===== src/bdt_pkg.sv =====
`timescale 1ns / 1ps
// Shared constants, word types and address helper for the bounded distance transform.
package bdt_pkg;

   localparam int MAX_ROWS      = 256;
   localparam int MAX_COLS      = 256;
   localparam int SEARCH_RADIUS = 50;

   localparam int COORD_W    = 8;
   localparam int CFG_SIZE_W = 9;
   localparam int RES_W      = 16;
   localparam int DIST_W     = 22;
   localparam int DIST_MAX   = (1 << DIST_W) - 1;

   localparam int ROW_AW    = (MAX_ROWS > 1) ? $clog2(MAX_ROWS) : 1;
   localparam int COL_AW    = (MAX_COLS > 1) ? $clog2(MAX_COLS) : 1;
   localparam int MEM_DEPTH = MAX_ROWS * MAX_COLS;
   localparam int MEM_AW    = (MEM_DEPTH > 1) ? $clog2(MEM_DEPTH) : 1;

   localparam int RAD_W = $clog2(SEARCH_RADIUS + 1);
   localparam int CAP2  = SEARCH_RADIUS * SEARCH_RADIUS;
   localparam int D2_W  = $clog2(CAP2 + 1);
   localparam int DD_W  = $clog2(2 * CAP2 + 1);

   localparam int W_A    = (CFG_SIZE_W > COORD_W) ? CFG_SIZE_W : COORD_W;
   localparam int W_B    = (ROW_AW > COL_AW) ? ROW_AW : COL_AW;
   localparam int W_C    = (W_A > W_B) ? W_A : W_B;
   localparam int W_D    = (W_C > RAD_W) ? W_C : RAD_W;
   localparam int SCAN_W = W_D + 3;

   localparam int P1_W      = D2_W + RES_W;
   localparam int P2_W      = D2_W + 2 * RES_W;
   localparam int ROOT_HALF = (P2_W + 1) / 2;
   localparam int ROOT_W    = (ROOT_HALF > DIST_W) ? ROOT_HALF : DIST_W;
   localparam int ITER_W    = $clog2(ROOT_W + 1);

   localparam int CSR_AW     = 4;
   localparam int CSR_DW     = 32;
   localparam int CSR_IDX_W  = 2;

   localparam logic [CSR_IDX_W-1:0] REG_MAP_ROWS   = 2'd0;
   localparam logic [CSR_IDX_W-1:0] REG_MAP_COLS   = 2'd1;
   localparam logic [CSR_IDX_W-1:0] REG_RESOLUTION = 2'd2;

   localparam logic ACT_WRITE = 1'b0;
   localparam logic ACT_QUERY = 1'b1;

   typedef struct packed {
      logic               action;
      logic [COORD_W-1:0] cell_row;
      logic [COORD_W-1:0] cell_col;
      logic               is_free;
   } req_type;

   typedef struct packed {
      logic [DIST_W-1:0] distance_q8;
      logic              capped;
   } rsp_type;

   typedef struct packed {
      logic                  start;
      logic [COORD_W-1:0]    row;
      logic [COORD_W-1:0]    col;
      logic [CFG_SIZE_W-1:0] map_rows;
      logic [CFG_SIZE_W-1:0] map_cols;
   } query_type;

   typedef struct packed {
      logic            done;
      logic [D2_W-1:0] best;
   } scan_result_type;

   function automatic logic [MEM_AW-1:0] addr_of(input logic [SCAN_W-1:0] r,
                                                  input logic [SCAN_W-1:0] c);
      return MEM_AW'(r * MAX_COLS + c);
   endfunction

endpackage


===== src/bdt_scan.sv =====
`timescale 1ns / 1ps
// Window sequencer: walks the search window one mask read per cycle, keeps the nearest obstacle.
module bdt_scan (
   input  logic                          clock,
   input  logic                          reset,
   input  bdt_pkg::query_type            query,
   output logic [bdt_pkg::MEM_AW-1:0]    rd_addr,
   input  logic                          rd_data,
   output bdt_pkg::scan_result_type      result
);

   localparam logic [1:0] S_IDLE  = 2'd0;
   localparam logic [1:0] S_SCAN  = 2'd1;
   localparam logic [1:0] S_DRAIN = 2'd2;

   localparam int SW = bdt_pkg::SCAN_W;
   localparam int RW = bdt_pkg::RAD_W;

   localparam logic signed [RW:0] RAD_POS = (RW + 1)'(bdt_pkg::SEARCH_RADIUS);
   localparam logic signed [RW:0] RAD_NEG = (RW + 1)'(-bdt_pkg::SEARCH_RADIUS);

   logic [1:0]                   state_ff, state_in;
   logic signed [SW-1:0]         row_ff, row_in, col_ff, col_in;
   logic signed [SW-1:0]         rows_ff, rows_in, cols_ff, cols_in;
   logic                         in_map_ff, in_map_in;
   logic signed [RW:0]           dr_ff, dr_in, dc_ff, dc_in;
   logic                         pend_ok_ff, pend_ok_in;
   logic [bdt_pkg::DD_W-1:0]     pend_d2_ff, pend_d2_in;
   logic [bdt_pkg::D2_W-1:0]     best_ff, best_in;
   logic                         done_ff, done_in;

   logic signed [SW-1:0]         q_row, q_col, q_rows, q_cols, q_rows_raw, q_cols_raw;
   logic signed [SW-1:0]         r, c;
   logic signed [RW:0]           adr_s, adc_s;
   logic [RW-1:0]                adr, adc;
   logic [2*RW-1:0]              sq_r, sq_c;
   logic [bdt_pkg::DD_W-1:0]     d2;
   logic                         cell_ok, last_cell;

   always_comb begin
      q_row      = SW'($signed({1'b0, query.row}));
      q_col      = SW'($signed({1'b0, query.col}));
      q_rows_raw = SW'($signed({1'b0, query.map_rows}));
      q_cols_raw = SW'($signed({1'b0, query.map_cols}));
      if (query.map_rows == '0) begin
         q_rows = SW'(1);
      end else if (q_rows_raw > SW'(bdt_pkg::MAX_ROWS)) begin
         q_rows = SW'(bdt_pkg::MAX_ROWS);
      end else begin
         q_rows = q_rows_raw;
      end
      if (query.map_cols == '0) begin
         q_cols = SW'(1);
      end else if (q_cols_raw > SW'(bdt_pkg::MAX_COLS)) begin
         q_cols = SW'(bdt_pkg::MAX_COLS);
      end else begin
         q_cols = q_cols_raw;
      end

      r = row_ff + SW'(dr_ff);
      c = col_ff + SW'(dc_ff);
      cell_ok = in_map_ff && !r[SW-1] && (r < rows_ff) && !c[SW-1] && (c < cols_ff);

      adr_s = dr_ff[RW] ? -dr_ff : dr_ff;
      adc_s = dc_ff[RW] ? -dc_ff : dc_ff;
      adr   = adr_s[RW-1:0];
      adc   = adc_s[RW-1:0];
      sq_r  = adr * adr;
      sq_c  = adc * adc;
      d2    = bdt_pkg::DD_W'(sq_r) + bdt_pkg::DD_W'(sq_c);

      last_cell = (dr_ff == RAD_POS) && (dc_ff == RAD_POS);
      rd_addr   = bdt_pkg::addr_of(r, c);
   end

   always_comb begin
      state_in   = state_ff;
      row_in     = row_ff;
      col_in     = col_ff;
      rows_in    = rows_ff;
      cols_in    = cols_ff;
      in_map_in  = in_map_ff;
      dr_in      = dr_ff;
      dc_in      = dc_ff;
      pend_ok_in = 1'b0;
      pend_d2_in = d2;
      best_in    = best_ff;
      done_in    = 1'b0;

      // fold the word read last cycle into the running minimum
      if (pend_ok_ff && !rd_data && (pend_d2_ff < bdt_pkg::DD_W'(best_ff))) begin
         best_in = bdt_pkg::D2_W'(pend_d2_ff);
      end

      case (state_ff)
         S_IDLE: begin
            if (query.start) begin
               row_in    = q_row;
               col_in    = q_col;
               rows_in   = q_rows;
               cols_in   = q_cols;
               in_map_in = (q_row < q_rows) && (q_col < q_cols);
               dr_in     = RAD_NEG;
               dc_in     = RAD_NEG;
               best_in   = bdt_pkg::D2_W'(bdt_pkg::CAP2);
               state_in  = S_SCAN;
            end
         end
         S_SCAN: begin
            pend_ok_in = cell_ok;
            if (last_cell) begin
               state_in = S_DRAIN;
            end else if (dc_ff == RAD_POS) begin
               dc_in = RAD_NEG;
               dr_in = dr_ff + (RW + 1)'(1);
            end else begin
               dc_in = dc_ff + (RW + 1)'(1);
            end
         end
         S_DRAIN: begin
            done_in  = 1'b1;
            state_in = S_IDLE;
         end
         default: begin
            state_in = S_IDLE;
         end
      endcase
   end

   always_ff @(posedge clock) begin
      if (reset) begin
         state_ff   <= S_IDLE;
         pend_ok_ff <= 1'b0;
         done_ff    <= 1'b0;
      end else begin
         state_ff   <= state_in;
         pend_ok_ff <= pend_ok_in;
         done_ff    <= done_in;
      end
      row_ff     <= row_in;
      col_ff     <= col_in;
      rows_ff    <= rows_in;
      cols_ff    <= cols_in;
      in_map_ff  <= in_map_in;
      dr_ff      <= dr_in;
      dc_ff      <= dc_in;
      pend_d2_ff <= pend_d2_in;
      best_ff    <= best_in;
   end

   assign result.done = done_ff;
   assign result.best = best_ff;

endmodule


===== config.mk =====
export PLATFORM = sky130hd
export DESIGN_NAME = bdt_scan
export DESIGN_NICKNAME = d
export VERILOG_FILES = /design/src/bdt_pkg.sv /design/src/bdt_scan.sv
export SDC_FILE = /design/constraint.sdc
export NUM_CORES = 1
export LEC_CHECK = 0
export BUFFER_PORTS_ARGS = -buffer_cell sky130_fd_sc_hd__clkbuf_2
export CORE_UTILIZATION = 45
export CTS_CLUSTER_SIZE = 10
export DETAILED_ROUTE_END_ITERATION = 12
export PLACE_DENSITY = 0.62
export SETUP_SLACK_MARGIN = 0.1
export SLEW_MARGIN = 20
export SYNTH_ARGS = -nofsm -noshare
export SYNTH_HDL_FRONTEND = slang
export SYNTH_SLANG_ARGS = --single-unit

===== constraint.sdc =====
create_clock -name clock -period 12.1 [get_ports clock]
set_input_delay 2.42 -clock clock [delete_from_list [all_inputs] [get_ports clock]]
set_output_delay 2.42 -clock clock [all_outputs]
set_load 0.05 [all_outputs]

# Word-level counts from Yosys, hierarchy flattened
# Cells that the tools add are included.
op_classes:
  add_sub_neg: 8
  n_mul: 2
  magnitude_cmp: 7
  eq_ne: 8
  muxes: 20
  bitwise: 1
  n_reduce_logical: 20
op_table:
  columns: ["operator", "n"]
  rows:
  - ["$mux 12", 3]
  - ["$mux 9", 4]
  - ["$mux 7", 5]
  - ["$pmux 7 s2", 2]
  - ["$lt 10x12->1", 2]
  - ["$lt 9x12->1", 2]
  - ["$mul 6x6->12", 2]
  - ["$add 9x7->10", 2]
  - ["$gt 9x9->1 const B", 2]
  - ["$logic_not 9->1", 2]
  - ["$add 16x12->16", 1]
  - ["$add 7x2->7 const B", 2]
  - ["$eq 7x7->1 const B", 2]
  - ["$add 12x12->13", 1]
  - ["$lt 13x12->1", 1]
  - ["$mux 6", 2]
  - ["$neg 6->6", 2]
  - ["$logic_and 1x1->1", 8]
  - ["$ne 2x2->1 const B", 4]
  - ["$mux 2", 2]
  - ["$pmux 2 s2", 1]
  - ["$reduce_and 2->1", 2]
  - ["$reduce_and 4->1", 1]
  - ["$logic_not 1->1", 3]
  - ["8 further kinds", 8]
word_totals:
  reg_bits: 84
  output_inout_bits: 29
  elab_cells: 78

# Longest topological paths before layout
logic_depth:
  word_depth: 6
  ltp_mapped: 24
  mapped_depth_nobuf: 23

# Worst setup path before layout
# Ideal clock, no wire load.
synth_path:
  path_kind: "register -> output"
  start: "register dc_ff[0]"
  end: "output rd_addr[14] (netlist bit)"
  t_arrival_ps: 3892
  required_time_ps: 9680
  slack_ps: 5788
  stages_incl_launch_ff: 16
  cell_sequence: "edfxtp_1 > ha_1 > fa_1 > a21o_2 > a21oi_1 > o21ai_0 > o41ai_1 > xnor2_1 > ha_1 > inv_1 > fa_1 > nor2b_1 > o21ai_0 > nand2b_1 > nand3_1 > xnor2_1"
synth_via:
  elab_chain_len: 2
synth_lines:
  columns: ["element", "line_no", "source"]
  rows:
  - ["from (decl)", "bdt_scan.sv:26", "logic signed [RW:0] dr_ff, dr_in, dc_ff, dc_in;"]
  - ["from (signal assigned)", "bdt_scan.sv:146", "dc_ff <= dc_in;"]
  - ["$add 9x7->10", "bdt_scan.sv:61", "c = col_ff + SW'(dc_ff);"]
  - ["$add 16x12->16", "bdt_pkg.sv:75", "return MEM_AW'(r * MAX_COLS + c);"]
  - ["to (decl)", "bdt_scan.sv:7", "output logic [bdt_pkg::MEM_AW-1:0] rd_addr,"]
# Every way passes these cells.

# Worst setup path in the final report
# Ends and elaborated chain as after synthesis.

==> flow_metrics.env <==
export IMPL_status="finished, final reports clean"
export IMPL_hold_worst_slack_ns=0.4824
export IMPL_p_clk_frac=0.186
export IMPL_overflow=0
export IMPL_core_area_sq_um=13990
export IMPL_hold_buffers=0
export IMPL_drc=0
export IMPL_gp_congestion=0.8496
export IMPL_ys_seq_elements=78
export IMPL_antenna_found_initial=0
export IMPL_dieArea_sq_um=14960
export IMPL_cts_setup_buffers=0
export IMPL_p_int_uw=795.8
export IMPL_cts_sinks=78
export IMPL_p_leak_uw=0.003502
export IMPL_vias=4731
export IMPL_critPathRequiredTime_ns=9.68
export IMPL_grt_pass1_wl_mm=22.47
export IMPL_cp_top_family="adder cells"
export IMPL_finalSetupViolCount=0
export IMPL_cts_max_level=3
export IMPL_syn_nets=844
export IMPL_grt_max_degree=44
export IMPL_end_kind="primary output"
export IMPL_synth_edff_count=49
export IMPL_rsz0062_at_grt="false"
export IMPL_first_global_vias=4799
export IMPL_diodes=0
export IMPL_hp_class="flop to flop"
export IMPL_worstSetupStartpointType="flop"
export IMPL_worst_path_buf_inv=2
export IMPL_final_min_clock_period_ns=6.758
export IMPL_cts_resized=0
export IMPL_fillerInstances=1290
export IMPL_syn_area_sq_um=6515
export IMPL_first_iter_violations=128
export IMPL_cts_root_buf="clkbuf_16"
export IMPL_drtPass1Iterations=4
export IMPL_port_buffers=66
export IMPL_fin_skew_ns=0.005494
export IMPL_tns_ns=0
export IMPL_syn_avg_cell_area_sq_um=9.681
export IMPL_netlist_area_leader_share=0.2258
export IMPL_drt_total_wl_mm=13.21
export IMPL_detail_route_antenna_nets=0
export IMPL_wl_per_cell_um=14.36
export IMPL_cts_made_buffers=9
export IMPL_fin_crit_sh=0.5585
export IMPL_relSlewSlack=0.3887
export IMPL_irDropWorstVdd_uv=113.0
export IMPL_cp_max_fo=12
export IMPL_drive_gt1_frac=0.1162
export IMPL_crit_type="flop to primary output"
export IMPL_synth_area_top_cells="edfxtp_1, ha_1, fa_1"
export IMPL_hold_viol_final=0
export IMPL_ioPinCount=67
export IMPL_clkTransAtPathRegs_ns=0.05
export IMPL_seq_area_frac_synth=0.3150
export IMPL_yosys_warnings=0
export IMPL_async_reset_ff_frac=0
export IMPL_clockBufferDepth=2
export IMPL_tightestPinTransition_ns=0.9170
export IMPL_cp_arrival_ns=4.34
export IMPL_p_sw_frac=0.4194
export IMPL_slew_viol_final=0
export IMPL_netlist_instances=673
export IMPL_critPathSlowestCell="edfxtp_1"
export IMPL_powerDensity_nw_per_um2=188.0
export IMPL_p_sw_uw=574.8
export IMPL_die_height_um=122.3
export IMPL_syn_to_final_growth_pct=11.91
export IMPL_p_seq_frac=0.257
export IMPL_via_per_inst=5.142
export IMPL_synth_ff_type="edfxtp_1"
export IMPL_dpl_hpwl_mm=11.08
export IMPL_rows=43
export IMPL_synthTopCellsByCount="inv_1, ha_1, nor2_1"
export IMPL_dp_cells=904
export IMPL_yosysTopAreaCell="edfxtp_1"
export IMPL_final_cells=920
export IMPL_grtUsageTotal=0.1963
export IMPL_drv_cap=0
export IMPL_start_util=0.4657
export IMPL_path_cells="ha_1, fa_1, a21o_2, a21oi_1, o21ai_0, o41ai_1, xnor2_1, ha_1, inv_1, fa_1, nor2b_1, o21ai_0, nand2b_1, nand3_1, xnor2_1, clkbuf_2"
export IMPL_cp_slowest_stage_delay_ns=0.55
export IMPL_max_freq_ghz=0.1480
export IMPL_yosysMostFrequentCell="inv_1"
export IMPL_fin_nets=906
export IMPL_cts_tree="done"
export IMPL_fp_dieW_um=122.3
export IMPL_yosys_cell_types_count=51
export IMPL_insertion_delay_ns=0.34
export IMPL_pwr_share_comb=0.557
## kinds of logic after synthesis
family                     share of synthesized area
AOI/OAI and AO/OA                             0.1003
xor gates and xnor gates                     0.06991
and+or+nand+nor                               0.1264
muxes                                        0.01383
buffers and inverters                        0.07663
adders and majority gates                     0.2981
DFF                                           0.3150
## per-stage QoR
step / total power, uW / area (sq um) / utilization / worst slack [ns]
2_1_floorplan: 970.9 / 6515 / - / 5.788
3_3_place_gp: 1106 / 7010 / 0.5012 / 5.750
3_5_place_dp: 1134 / 7010 / 0.5012 / 5.738
4_1_cts: 1395 / 7291 / 0.5212 / 5.333
5_1_grt: 1519 / 7291 / 0.5212 / 5.000
6_report: 1371 / 7291 / 0.5212 / 5.342
## registers in the layout, indices dropped and copies added (netlist names)
register and count:
done_ff 1, pend_ok_ff 1, state_ff 2, col_ff 8, in_map_ff 1, rows_ff 9, pend_d2_ff 13, dr_ff 7
row_ff 8, dc_ff 7, best_ff 12, cols_ff 9
## power groups by stage
stage | Combinational (uW) | Sequential (uW) | Clock, uW
after global routing | 891 | 356 | 272
after global placement | 748 | 358 | 0
final | 763 | 353 | 255
after CTS | 781 | 353 | 261
after detailed placement | 775 | 359 | 0
after floorplan | 622 | 349 | 0
## area by class of cell
type,count,area (sq um),area share
clock buffer,9,225.2,0.03089
clock inverter,7,55.05,0.007551
inverter,115,431.7,0.05921
multi-input combinational,464,3964,0.5437
sequential,78,2052,0.2814
tap,180,225.2,0.03089
timing repair buffer,67,337.8,0.04634
## placed cells by master, fill, tap and decap left out, drive strengths merged, types with 4 or more instances in the layout
| cell type | netlist | routed |
|---|---|---|
| a21o | 15 | 15 |
| a21oi | 26 | 26 |
| clkbuf | 13 | 75 |
| clkinv | 1 | 7 |
| dfxtp | 29 | 29 |
| edfxtp | 49 | 49 |
| fa | 37 | 37 |
| ha | 96 | 96 |
| inv | 114 | 114 |
| mux2i | 9 | 9 |
| nand2 | 39 | 39 |
| nand2b | 25 | 25 |
| nand3 | 11 | 11 |
| nor2 | 60 | 60 |
| nor2b | 7 | 7 |
| nor3 | 8 | 8 |
| o2111ai | 4 | 4 |
| o211ai | 6 | 6 |
| o21ai | 19 | 19 |
| o21bai | 5 | 5 |
| xnor2 | 34 | 34 |
| xor2 | 18 | 18 |
## per-layer routing
layer | vias to the layer above | part of all wire | track usage
met5 | - | 0 | 0
met4 | 0 | 0.025 | 0.07774
met2 | 87 | 0.52 | 0.3469
li1 | 2364 | - | -
met1 | 2256 | 0.43 | 0.2340
met3 | 24 | 0.029 | 0.03625
## worst paths after layout
path | startpoint | endpoint | slack, ns | cells after the start
hold / removal | pend_d2_ff[0] | best_ff[0] | 0.48 | 2
setup reg to reg | dr_ff[0] | pend_d2_ff[12] | 5.86 | 19
hold reg to reg | pend_d2_ff[0] | best_ff[0] | 0.48 | 2
setup / recovery | dc_ff[0] | rd_addr[14] | 5.34 | 16
## tightest hold or removal path, delay by kind of cell (launching register included)
| kind | cells | cell delay, ns |
|---|---|---|
| DFF | 1 | 0.31 |
| muxes | 1 | 0.06 |
| and+or+nand+nor | 1 | 0.07 |
Power figures use the tool's default switching activity.
