**config.mk**
```make
export PLATFORM = sky130hd
export DESIGN_NAME = bdt_root
export DESIGN_NICKNAME = d
export VERILOG_FILES = /design/src/bdt_pkg.sv /design/src/bdt_root.sv
export SDC_FILE = /design/constraint.sdc
export NUM_CORES = 1
export LEC_CHECK = 0
export BUFFER_PORTS_ARGS = -buffer_cell sky130_fd_sc_hd__buf_2
export CAP_MARGIN = 20
export CORE_ASPECT_RATIO = 0.75
export CORE_MARGIN = 2
export CORE_UTILIZATION = 65
export DETAILED_ROUTE_END_ITERATION = 6
export PLACE_DENSITY = 0.82
export SLEW_MARGIN = 15
export SYNTH_ARGS = -nofsm -noshare
export SYNTH_HDL_FRONTEND = slang
export SYNTH_SLANG_ARGS = --single-unit
```
**constraint.sdc**
```tcl
create_clock -name clock -period 10.1 [get_ports clock]
set_input_delay 2.02 -clock clock [delete_from_list [all_inputs] [get_ports clock]]
set_output_delay 2.02 -clock clock [all_outputs]
set_load 0.02 [all_outputs]
```
**src/bdt_pkg.sv**
```systemverilog
`timescale 1ns / 1ps
// Shared constants, word types and address helper for the bounded distance transform.
package bdt_pkg;

   localparam int MAX_ROWS      = 256;
   localparam int MAX_COLS      = 256;
   localparam int SEARCH_RADIUS = 50;

   localparam int COORD_W    = 8;
   localparam int CFG_SIZE_W = 9;
   localparam int RES_W      = 16;
   localparam int DIST_W     = 22;
   localparam int DIST_MAX   = (1 << DIST_W) - 1;

   localparam int ROW_AW    = (MAX_ROWS > 1) ? $clog2(MAX_ROWS) : 1;
   localparam int COL_AW    = (MAX_COLS > 1) ? $clog2(MAX_COLS) : 1;
   localparam int MEM_DEPTH = MAX_ROWS * MAX_COLS;
   localparam int MEM_AW    = (MEM_DEPTH > 1) ? $clog2(MEM_DEPTH) : 1;

   localparam int RAD_W = $clog2(SEARCH_RADIUS + 1);
   localparam int CAP2  = SEARCH_RADIUS * SEARCH_RADIUS;
   localparam int D2_W  = $clog2(CAP2 + 1);
   localparam int DD_W  = $clog2(2 * CAP2 + 1);

   localparam int W_A    = (CFG_SIZE_W > COORD_W) ? CFG_SIZE_W : COORD_W;
   localparam int W_B    = (ROW_AW > COL_AW) ? ROW_AW : COL_AW;
   localparam int W_C    = (W_A > W_B) ? W_A : W_B;
   localparam int W_D    = (W_C > RAD_W) ? W_C : RAD_W;
   localparam int SCAN_W = W_D + 3;

   localparam int P1_W      = D2_W + RES_W;
   localparam int P2_W      = D2_W + 2 * RES_W;
   localparam int ROOT_HALF = (P2_W + 1) / 2;
   localparam int ROOT_W    = (ROOT_HALF > DIST_W) ? ROOT_HALF : DIST_W;
   localparam int ITER_W    = $clog2(ROOT_W + 1);

   localparam int CSR_AW     = 4;
   localparam int CSR_DW     = 32;
   localparam int CSR_IDX_W  = 2;

   localparam logic [CSR_IDX_W-1:0] REG_MAP_ROWS   = 2'd0;
   localparam logic [CSR_IDX_W-1:0] REG_MAP_COLS   = 2'd1;
   localparam logic [CSR_IDX_W-1:0] REG_RESOLUTION = 2'd2;

   localparam logic ACT_WRITE = 1'b0;
   localparam logic ACT_QUERY = 1'b1;

   typedef struct packed {
      logic               action;
      logic [COORD_W-1:0] cell_row;
      logic [COORD_W-1:0] cell_col;
      logic               is_free;
   } req_type;

   typedef struct packed {
      logic [DIST_W-1:0] distance_q8;
      logic              capped;
   } rsp_type;

   typedef struct packed {
      logic                  start;
      logic [COORD_W-1:0]    row;
      logic [COORD_W-1:0]    col;
      logic [CFG_SIZE_W-1:0] map_rows;
      logic [CFG_SIZE_W-1:0] map_cols;
   } query_type;

   typedef struct packed {
      logic            done;
      logic [D2_W-1:0] best;
   } scan_result_type;

   function automatic logic [MEM_AW-1:0] addr_of(input logic [SCAN_W-1:0] r,
                                                  input logic [SCAN_W-1:0] c);
      return MEM_AW'(r * MAX_COLS + c);
   endfunction

endpackage

```
**src/bdt_root.sv**
```systemverilog
`timescale 1ns / 1ps
// Scaling and root unit: shared multiplier for best*res*res, then a bit-pair square root.
module bdt_root (
   input  logic                          clock,
   input  logic                          reset,
   input  bdt_pkg::scan_result_type      scan,
   input  logic [bdt_pkg::RES_W-1:0]     resolution,
   output logic                          rsp_valid,
   output bdt_pkg::rsp_type              rsp_payload
);

   localparam logic [1:0] R_IDLE = 2'd0;
   localparam logic [1:0] R_MUL1 = 2'd1;
   localparam logic [1:0] R_MUL2 = 2'd2;
   localparam logic [1:0] R_ROOT = 2'd3;

   localparam int RT = bdt_pkg::ROOT_W;

   logic [1:0]                     state_ff, state_in;
   logic [bdt_pkg::P1_W-1:0]       op_ff, op_in;
   logic [2*RT-1:0]                rad_ff, rad_in;
   logic [RT:0]                    rem_ff, rem_in;
   logic [RT-1:0]                  root_ff, root_in;
   logic [bdt_pkg::ITER_W-1:0]     cnt_ff, cnt_in;
   logic                           capped_ff, capped_in;
   logic                           valid_ff, valid_in;
   logic [bdt_pkg::DIST_W-1:0]     dist_ff, dist_in;

   logic [bdt_pkg::P2_W-1:0]       prod;
   logic [RT+2:0]                  cur, trial;
   logic [RT:0]                    rem_next;
   logic [RT-1:0]                  root_next;

   always_comb begin
      prod  = op_ff * resolution;
      cur   = {rem_ff, rad_ff[2*RT-1 -: 2]};
      trial = {1'b0, root_ff, 2'b01};
      if (cur >= trial) begin
         rem_next  = (RT + 1)'(cur - trial);
         root_next = {root_ff[RT-2:0], 1'b1};
      end else begin
         rem_next  = (RT + 1)'(cur);
         root_next = {root_ff[RT-2:0], 1'b0};
      end
   end

   always_comb begin
      state_in  = state_ff;
      op_in     = op_ff;
      rad_in    = rad_ff;
      rem_in    = rem_ff;
      root_in   = root_ff;
      cnt_in    = cnt_ff;
      capped_in = capped_ff;
      valid_in  = 1'b0;
      dist_in   = dist_ff;

      case (state_ff)
         R_IDLE: begin
            if (scan.done) begin
               op_in     = bdt_pkg::P1_W'(scan.best);
               capped_in = (scan.best == bdt_pkg::D2_W'(bdt_pkg::CAP2));
               state_in  = R_MUL1;
            end
         end
         R_MUL1: begin
            op_in    = bdt_pkg::P1_W'(prod);
            state_in = R_MUL2;
         end
         R_MUL2: begin
            rad_in   = (2 * RT)'(prod);
            rem_in   = '0;
            root_in  = '0;
            cnt_in   = '0;
            state_in = R_ROOT;
         end
         R_ROOT: begin
            rad_in  = {rad_ff[2*RT-3:0], 2'b00};
            rem_in  = rem_next;
            root_in = root_next;
            cnt_in  = cnt_ff + bdt_pkg::ITER_W'(1);
            if (cnt_ff == bdt_pkg::ITER_W'(RT - 1)) begin
               valid_in = 1'b1;
               if (root_next > RT'(bdt_pkg::DIST_MAX)) begin
                  dist_in = bdt_pkg::DIST_W'(bdt_pkg::DIST_MAX);
               end else begin
                  dist_in = root_next[bdt_pkg::DIST_W-1:0];
               end
               state_in = R_IDLE;
            end
         end
         default: begin
            state_in = R_IDLE;
         end
      endcase
   end

   always_ff @(posedge clock) begin
      if (reset) begin
         state_ff <= R_IDLE;
         valid_ff <= 1'b0;
      end else begin
         state_ff <= state_in;
         valid_ff <= valid_in;
      end
      op_ff     <= op_in;
      rad_ff    <= rad_in;
      rem_ff    <= rem_in;
      root_ff   <= root_in;
      cnt_ff    <= cnt_in;
      capped_ff <= capped_in;
      dist_ff   <= dist_in;
   end

   assign rsp_valid               = valid_ff;
   assign rsp_payload.distance_q8 = dist_ff;
   assign rsp_payload.capped      = capped_ff;

endmodule

```
; ---- Word-level counts from Yosys, hierarchy flattened
; Cells that the tools add are included.
[op_classes]
n_addsub = 2
n_mul = 1
order_cmp = 2
n_eq_ne = 7
muxes = 12
n_bitwise = 1
reduce_logical = 8
[ops]
columns = cell, count
row1 = case mux 44 bit (2 select lines), 1
row2 = case mux 28 bit (2 select lines), 1
row3 = case mux 23 bit (2 select lines), 1
row4 = multiplier 28 x 16 -> 44 bit, 1
row5 = case mux 22 bit (2 select lines), 1
row6 = 2-to-1 mux 28 bit, 1
row7 = greater-or-equal comparator 25 x 24 -> 1 bit, 1
row8 = 2-to-1 mux 23 bit, 1
row9 = subtractor 23 bit, 1
row10 = > comparator 22 bit (second input constant), 1
row11 = equality test 12 bit (second input constant), 1
row12 = case mux 5 bit (2 select lines), 1
row13 = case mux 2 bit (4 select lines), 1
row14 = AND reduction 2 bit, 4
row15 = adder 5 x 1 -> 5 bit (second input constant), 1
row16 = equality test 5 bit (second input constant), 1
row17 = equality test 2 bit (second input constant), 2
row18 = 2-to-1 mux 2 bit, 2
row19 = inequality test 2 bit (second input constant), 2
row20 = nonzero test 2 bit, 2
row21 = equality test 2 x 1 -> 1 bit (second input constant), 1
row22 = zero test 2 bit, 1
row23 = 2-to-1 mux 1 bit, 2
row24 = OR reduction 2 bit, 1
row25 = NOT 1 bit, 1
[totals]
ff_bits = 148
input_bits = 31
output_inout_bits = 24
wordCells = 42

; ---- Depth between registers and ports, before layout
; Gate-level depths: netlist (run 1).
[depth]
ltp_word = 3
ltp_mapped = 26
ltp_nobuf = 23

; ---- Worst setup path before layout (run 1)
; Ideal clock, no wire load.
[synth_timing]
path_kind = in2reg
startpoint = input port resolution[9] (netlist name)
endpoint = register rad_ff[36], data pin
setup_ps = 169
arrival_time_ps = 7769
required_ps = 9931
slack_ps = 2162
cell_stages = 22
n_path_buf = 3
path_cell_list = clkbuf_1 -> clkbuf_1 -> nand2_1 -> fa_1 -> inv_1 -> fa_1 -> fa_1 -> fa_1 -> fa_1 -> inv_1 -> fa_1 -> inv_1 -> ha_1 -> clkbuf_1 -> a21o_1 -> a21o_1 -> a221oi_1 -> a21oi_1 -> o21ai_0 -> a21oi_1 -> o21a_1 -> o31ai_1
[synth_via]
elab_chain_len = 2
[synth_rtl]
columns = item, line_no
row1 = from (decl), bdt_root.sv:7  ; input logic [bdt_pkg::RES_W-1:0] resolution,
row2 = multiplier 28 x 16 -> 44 bit, bdt_root.sv:35  ; prod = op_ff * resolution;
row3 = case mux 44 bit (2 select lines), bdt_root.sv:58  ; case (state_ff)
row4 = via rad_in[36], bdt_root.sv:21  ; logic [2*RT-1:0] rad_ff, rad_in;
row5 = to (signal assigned), bdt_root.sv:107  ; rad_ff <= rad_in;
row6 = to (decl), bdt_root.sv:21
; The timed path passes the listed nets, and every way through them passes these cells.
; A chain may end at the register's enable or synchronous reset.

; ---- Worst setup path after layout (run 1)
[layout_timing]
startpoint = input port resolution[7] (netlist name)
endpoint = register rad_ff[43], data pin
; The elaborated chain is that of the path after synthesis.

==> flow_metrics.env, run 1 <==
export IMPL_finalMaxSlewViolations=0
export IMPL_finalHoldViolations=0
export IMPL_r2r_setup_slack_ns=3.20
export IMPL_grt_max_degree=75
export IMPL_io_buffers=54
export IMPL_htree_levels=4
export IMPL_die_h_um=161.1
export IMPL_setup_violations=0
export IMPL_finalNonFillerCells=2650
export IMPL_grt_overflow=0
export IMPL_end_kind="flip-flop"
export IMPL_grt_first_pass_wirelength_um=82990
export IMPL_cpMostUsedCell="fa_1"
export IMPL_start_kind="input port"
export IMPL_crit_buf_inv=3
export IMPL_yosysSeqAreaShare_pct=20.63
export IMPL_endpoint="rad_ff[43]"
export IMPL_period_share_pct=81.64
export IMPL_path_cells="buf_2 -> buf_4 -> nand2_1 -> fa_1 -> inv_1 -> fa_1 -> fa_1 -> fa_1 -> fa_1 -> fa_1 -> ha_1 -> a21oi_1 -> o21ai_0 -> nor4_1 -> o41ai_1 -> o31a_1 -> o21ai_0 -> xnor2_1 -> o21ai_0"
export IMPL_netlist_area_um2=21400
export IMPL_path_class="input port to flip-flop"
export IMPL_dieArea_um2=34410
export IMPL_hpwl_um=37880
export IMPL_worstSkewPairLatency_ns=0.43
export IMPL_clkTransAtPathRegs_ns=0.06
export IMPL_crit_arrival_ns=8.39
export IMPL_ctsResizeCount=0
export IMPL_num_nets_final=2733
export IMPL_area_delta_synth_final_pct=4.519
export IMPL_ios=55
export IMPL_core_um2=32380
export IMPL_worstSetupStartpoint="resolution[7]"
export IMPL_timing_final_crit_period_ns=8.245
export IMPL_critPathMaxFanout=19
export IMPL_start_util_pct=66.09
export IMPL_synth_flop_cell="edfxtp_1"
export IMPL_place_gp_congestion=0.9266
export IMPL_wl_um=49090
export IMPL_antenna_found_initial=1
export IMPL_routed_via_density=5.889
export IMPL_avgSynthCellArea_um2=9.524
export IMPL_max_slew_margin_rel_pct=26.02
export IMPL_ys_warnings_count=0
export IMPL_cts_setup_buffers=0
export IMPL_path_depth=19
export IMPL_ant_nets=0
export IMPL_r2r_end="rad_ff[43]"
export IMPL_cts_made_buffers=17
export IMPL_yosysUniqueCellTypes=73
export IMPL_drive_gt1_share_pct=5.754
export IMPL_cts_buffer_depth=2
export IMPL_cts_tree="built"
export IMPL_syn_nets=2786
export IMPL_critPathMaxStageDelay_ns=0.72
export IMPL_reg2reg_from="op_ff[21]"
export IMPL_routedWlPerCell_um=18.52
export IMPL_cap_viol_max_count=0
export IMPL_cp_top_family="adder cells"
export IMPL_cts_sinks=148
export IMPL_fmax_mhz=121.3
export IMPL_worstMarginPinSlew_ns=1.107
export IMPL_synth_edf_count=145
export IMPL_grtUsageTotal_pct=30.68
export IMPL_async_flop_share_pct=0
export IMPL_synth_seq_cells=148
export IMPL_rsz0062_at_grt="no"
export IMPL_ctsHoldBuffers=0
export IMPL_drc=0
export IMPL_hold_path_class="flip-flop to flip-flop"
export IMPL_mostFrequentLayoutCells="inv_1, fa_1, nand2_1"
export IMPL_root_buffer="clkbuf_16"
export IMPL_fin_skew_ns=0.01075
export IMPL_reg2regPathDepth=21
export IMPL_rows=57
export IMPL_via_count=15610
export IMPL_placed_cells_incl_taps=2617
export IMPL_setup_tns_ns=0
export IMPL_worstPathRequired_ns=10.24
export IMPL_first_pass_iters=6
export IMPL_status="finished clean"
export IMPL_drt_iter0_drc=1454
export IMPL_layout_commonest_cell="inv_1"
export IMPL_die_w_um=213.5
export IMPL_slowest_stage="o41ai_1"
export IMPL_netlist_instances=2247
export IMPL_grt_pass1_vias=16540
[cell type report]
class                      instances  area [um2]
multi-input combinational       1544       14880
sequential                       148        4414
tap                              442       553.0
fill                            2445       10010
clock buffer                      20       436.7
inverter                         424        1592
antenna                            1       2.502
timing repair buffer              59       307.8
clock inverter                    12       180.2
[Yosys cell counts (all sizes together), types with 22 or more instances]
library cell  number  area, um2
a21o              26      195.2
a21oi             64      335.3
and2             195       1220
clkbuf           123      461.7
edfxtp           145       4354
fa               362       7247
ha               146       1827
inv              424       1592
mux2i             22      220.2
nand2            327       1227
nor2             103      386.6
o21ai             57      285.3
xnor2             37      324.1
[worst register-to-register path: stages (launching register included)]
cell and delay, ns:
edfxtp_1 0.89, nand2_1 0.20, fa_1 0.54, inv_1 0.05, fa_1 0.47, inv_1 0.05, fa_1 0.50, inv_1 0.05
fa_1 0.50, fa_1 0.49, inv_1 0.05, fa_1 0.47, inv_1 0.04, ha_1 0.38, nand2_1 0.10, o21ai_0 0.29
nor4_1 0.09, o41ai_1 0.72, o31a_1 0.33, o21ai_0 0.15, xnor2_1 0.17, o21ai_0 0.09
[cell families after synthesis]
| family | Yosys count | synth area share [%] |
|---|---|---|
| XOR/XNOR | 55 | 2.251 |
| AND/OR/NAND/NOR | 714 | 15.84 |
| buffers and inverters | 555 | 9.910 |
| flip-flops | 148 | 20.63 |
| multiplexers | 42 | 2.081 |
| adder cells (fa/ha/maj) | 508 | 42.40 |
| AO/OA/AOI/OAI | 225 | 6.887 |
[state kept, by name, indices dropped and copies added (netlist names)]
name / cells
state_ff: 2
rsp_valid: 1
cnt_ff: 5
rad_ff: 44
dist_ff: 22
capped_ff: 1
root_ff: 22
rem_ff: 23
op_ff: 28
[how the worst min path moves through the flow]
stage / from / endpoint / slack (ns) / cells after the start
4_1_cts: root_ff[10] / dist_ff[11] / 0.45 / 0
3_5_place_dp: root_ff[10] / dist_ff[11] / 0.43 / 0
5_1_grt: root_ff[5] / dist_ff[6] / 0.47 / 0
3_3_place_gp: root_ff[9] / dist_ff[10] / 0.44 / 0
2_1_floorplan: rad_ff[7] / rad_ff[9] / 0.49 / 2
6_report: root_ff[10] / dist_ff[11] / 0.44 / 0
[through the flow]
stage / area, um2 / util [%] / setup slack [ns] / hold WS, ns
after CTS: 22360 / 69.06 / 2.018 / 0.4462
after global routing: 22370 / 69.07 / 1.577 / 0.4660
final: 22370 / 69.08 / 1.855 / 0.4444
after floorplan: 21400 / - / 2.162 / 0.4874
after global placement: 21740 / 67.15 / 1.756 / 0.4364
after detailed placement: 21740 / 67.15 / 1.580 / 0.4338
[metal layers]
metal / vias up / part of all wire [%] / global-route usage, %
li1: 6857 / - / -
met1: 7905 / 41 / 43.76
met2: 751 / 48 / 49.35
met3: 93 / 8.8 / 5.308
met4: 0 / 1.9 / 7.797
met5: - / 0 / 0
Power of run 1 is left out: the tool's default activity adds up to more than one toggle a clock period on the data nets, which glitch-free logic cannot reach.
==> run 2: changes to the inputs <==
--- a/config.mk
+++ b/config.mk
@@ -5,6 +5,7 @@
 export SDC_FILE = /design/constraint.sdc
 export NUM_CORES = 1
 export LEC_CHECK = 0
+export ABC_AREA = 1
 export BUFFER_PORTS_ARGS = -buffer_cell sky130_fd_sc_hd__buf_2
 export CAP_MARGIN = 20
 export CORE_ASPECT_RATIO = 0.75
==> constraint.sdc (replaced) <==
create_clock -name clock -period 8.55 [get_ports clock]
set_input_delay 1.71 -clock clock [delete_from_list [all_inputs] [get_ports clock]]
set_output_delay 1.71 -clock clock [all_outputs]
set_load 0.02 [all_outputs]
==> run 2 against run 1 <==
  * Utilization increased by 0.21 points
  * Register-to-register slack worse by 1.5 ns
  * Clock skew up 0.0026 ns
  * Hold slack better by 0.049 ns
  * Die area grew 8.1%
  * First-iteration DRC count up 38%
  * Largest cell class unchanged
==> flow_metrics.env, run 2 <==
export IMPL_clkTransAtPathRegs_ns=0.07
export IMPL_r2r_end="rad_ff[39]"
export IMPL_finalMaxSlewViolations=0
export IMPL_min_delay_path_depth=0
export IMPL_die_h_um=167.5
export IMPL_num_nets_final=3521
export IMPL_antenna_found_initial=0
export IMPL_grt_pass1_vias=19500
export IMPL_critPathMaxFanout=17
export IMPL_first_pass_iters=6
export IMPL_fmax_mhz=128.9
export IMPL_setup_violations=0
export IMPL_netlist_instances=3045
export IMPL_area_delta_synth_final_pct=4.372
export IMPL_ys_warnings_count=0
export IMPL_die_w_um=222.1
export IMPL_cts_tree="built"
export IMPL_drt_iter0_drc=2003
export IMPL_hold_path_startpoint="root_ff[15]"
export IMPL_hold_path_class="flip-flop to flip-flop"
export IMPL_async_flop_share_pct=0
export IMPL_ant_nets=0
export IMPL_n_fill_cell=2828
export IMPL_cts_setup_buffers=0
export IMPL_start_util_pct=66.38
export IMPL_reg2regPathDepth=18
export IMPL_drive_gt1_share_pct=4.407
export IMPL_antennaDiodeCount=0
export IMPL_yosysUniqueCellTypes=38
export IMPL_setup_tns_ns=0
export IMPL_synthTopCellsByArea="fa_1, edfxtp_1, nand2_1"
export IMPL_worstMarginPinSlew_ns=1.014
export IMPL_cp_top_family="adder cells"
export IMPL_cts_sinks=148
export IMPL_ios=55
export IMPL_core_um2=34920
export IMPL_syn_nets=3584
export IMPL_crit_arrival_ns=7.95
export IMPL_ctsResizeCount=0
export IMPL_synth_top_area_share_pct=31.26
export IMPL_start_kind="input port"
export IMPL_yosysSeqAreaShare_pct=19.04
export IMPL_grt_overflow=0
export IMPL_drc=0
export IMPL_ys_top_cells_by_count="nand2_1, inv_1, fa_1, ha_1"
export IMPL_dieArea_um2=37200
export IMPL_synth_largest_area_cell="fa_1"
export IMPL_cts_made_buffers=17
export IMPL_routedWlPerCell_um=18.31
export IMPL_largest_register_ffs=44
export IMPL_netlist_area_um2=23180
export IMPL_crit_buf_inv=3
export IMPL_rows=59
export IMPL_htree_levels=4
export IMPL_via_count=19010
export IMPL_end_kind="flip-flop"
export IMPL_layout_commonest_cell="nand2_1"
export IMPL_mostFrequentLayoutCells="nand2_1, inv_1, fa_1"
export IMPL_worstSkewPairLatency_ns=0.45
export IMPL_synth_edf_count=145
export IMPL_avgSynthCellArea_um2=7.612
export IMPL_reg2reg_from="op_ff[17]"
export IMPL_wl_um=63220
export IMPL_max_slew_margin_rel_pct=32.42
export IMPL_status="finished clean"
export IMPL_finalHoldViolations=0
export IMPL_synth_seq_cells=148
export IMPL_slowest_stage="fa_1"
export IMPL_timing_final_crit_period_ns=7.760
export IMPL_grt_first_pass_wirelength_um=102600
export IMPL_grt_max_degree=98
export IMPL_hpwl_um=49840
export IMPL_holdPathEnd="dist_ff[16]"
export IMPL_regMostFlops="rad_ff"
export IMPL_path_class="input port to flip-flop"
export IMPL_rsz0062_at_grt="no"
export IMPL_yosysMostFrequentCell="nand2_1"
export IMPL_cpMostUsedCell="fa_1"
export IMPL_cts_buffer_depth=2
export IMPL_path_cells="buf_2 -> buf_4 -> nand2_1 -> fa_1 -> inv_1 -> fa_1 -> fa_1 -> fa_1 -> fa_1 -> fa_1 -> ha_1 -> nand2_1 -> nor2_1 -> nand2_1 -> nor3_1 -> nand3_1 -> nand3_1 -> nand2_1 -> nand3_1 -> nand2_1"
export IMPL_worstPathRequired_ns=8.74
export IMPL_synth_flop_cell="edfxtp_1"
export IMPL_cap_viol_max_count=0
export IMPL_grtUsageTotal_pct=35.64
export IMPL_routed_via_density=5.507
export IMPL_io_buffers=54
export IMPL_critPathMaxStageDelay_ns=0.72
export IMPL_place_gp_congestion=0.9588
export IMPL_fin_skew_ns=0.01331
export IMPL_r2r_setup_slack_ns=1.72
export IMPL_ctsHoldBuffers=0
export IMPL_reg_top3="rad_ff (44), op_ff (28), rem_ff (23)"
export IMPL_root_buffer="clkbuf_16"
export IMPL_period_share_pct=90.77
run 2: changes by cell type after synthesis, sizes merged, moves of 10 or more:
cell / previous run / this run
a21o: 26 / 0
nand2: 327 / 972
nand3b: 1 / 14
xor2: 18 / 8
and2: 195 / 5
mux2i: 22 / 0
nor2: 103 / 161
xnor2: 37 / 26
mux2: 20 / 0
buf: 8 / 23
nand3: 13 / 74
inv: 424 / 813
run 2: worst max path at each step:
stage	startpoint	endpoint	slack [ns]	cells past startpoint
after floorplan	resolution[10]	rad_ff[33]	1.50	24
after global placement	resolution[6]	rad_ff[39]	0.49	22
after detailed placement	resolution[6]	rad_ff[39]	0.47	22
after CTS	resolution[6]	rad_ff[39]	0.93	22
after global routing	resolution[6]	rad_ff[39]	0.57	22
final	resolution[7]	rad_ff[39]	0.79	20
run 2: logic make-up after synthesis:
logic type | Yosys count | synth area share [%]
flip-flops | 148 | 19.04
AND/OR/NAND/NOR | 1260 | 21.82
adder cells (fa/ha/maj) | 508 | 39.14
buffers and inverters | 962 | 15.69
AO/OA/AOI/OAI | 133 | 3.017
XOR/XNOR | 34 | 1.285
run 2: final cells by class:
| type | count | area [um2] | area share [%] |
|---|---|---|---|
| flip-flops and latches | 148 | 4414 | 18.25 |
| repair buffers | 67 | 400.4 | 1.655 |
| inverters | 813 | 3052 | 12.61 |
| clock inverters | 15 | 178.9 | 0.7396 |
| multi-input cells | 1935 | 15150 | 62.62 |
| well taps | 457 | 571.8 | 2.363 |
| clock buffers | 17 | 425.4 | 1.758 |
run 2: stage by stage:
step	hold WS (ns)	instance area, um2	util [%]	setup slack (ns)	instances
CTS	0.4934	24170	69.21	0.9303	3451
detailed placement	0.4745	23560	67.48	0.4656	3419
global route	0.5085	24190	69.29	0.5704	3452
global placement	0.4638	23560	67.48	0.4912	3419
floorplan	0.4944	23180	-	1.495	3045
finish	0.4934	24190	69.29	0.7895	3452
run 2: routing by layer:
| layer | up-vias | share of wire (%) | track usage [%] | wire [um] |
|---|---|---|---|---|
| li1 | 8653 | - | - | - |
| met1 | 9073 | 42 | 51.61 | 26790 |
| met2 | 1118 | 43 | 53.18 | 26880 |
| met3 | 167 | 12 | 9.861 | 7875 |
| met4 | 0 | 2.6 | 9.548 | 1666 |
| met5 | - | 0 | 0 | 0 |
Power of run 2 is left out for the same reason.
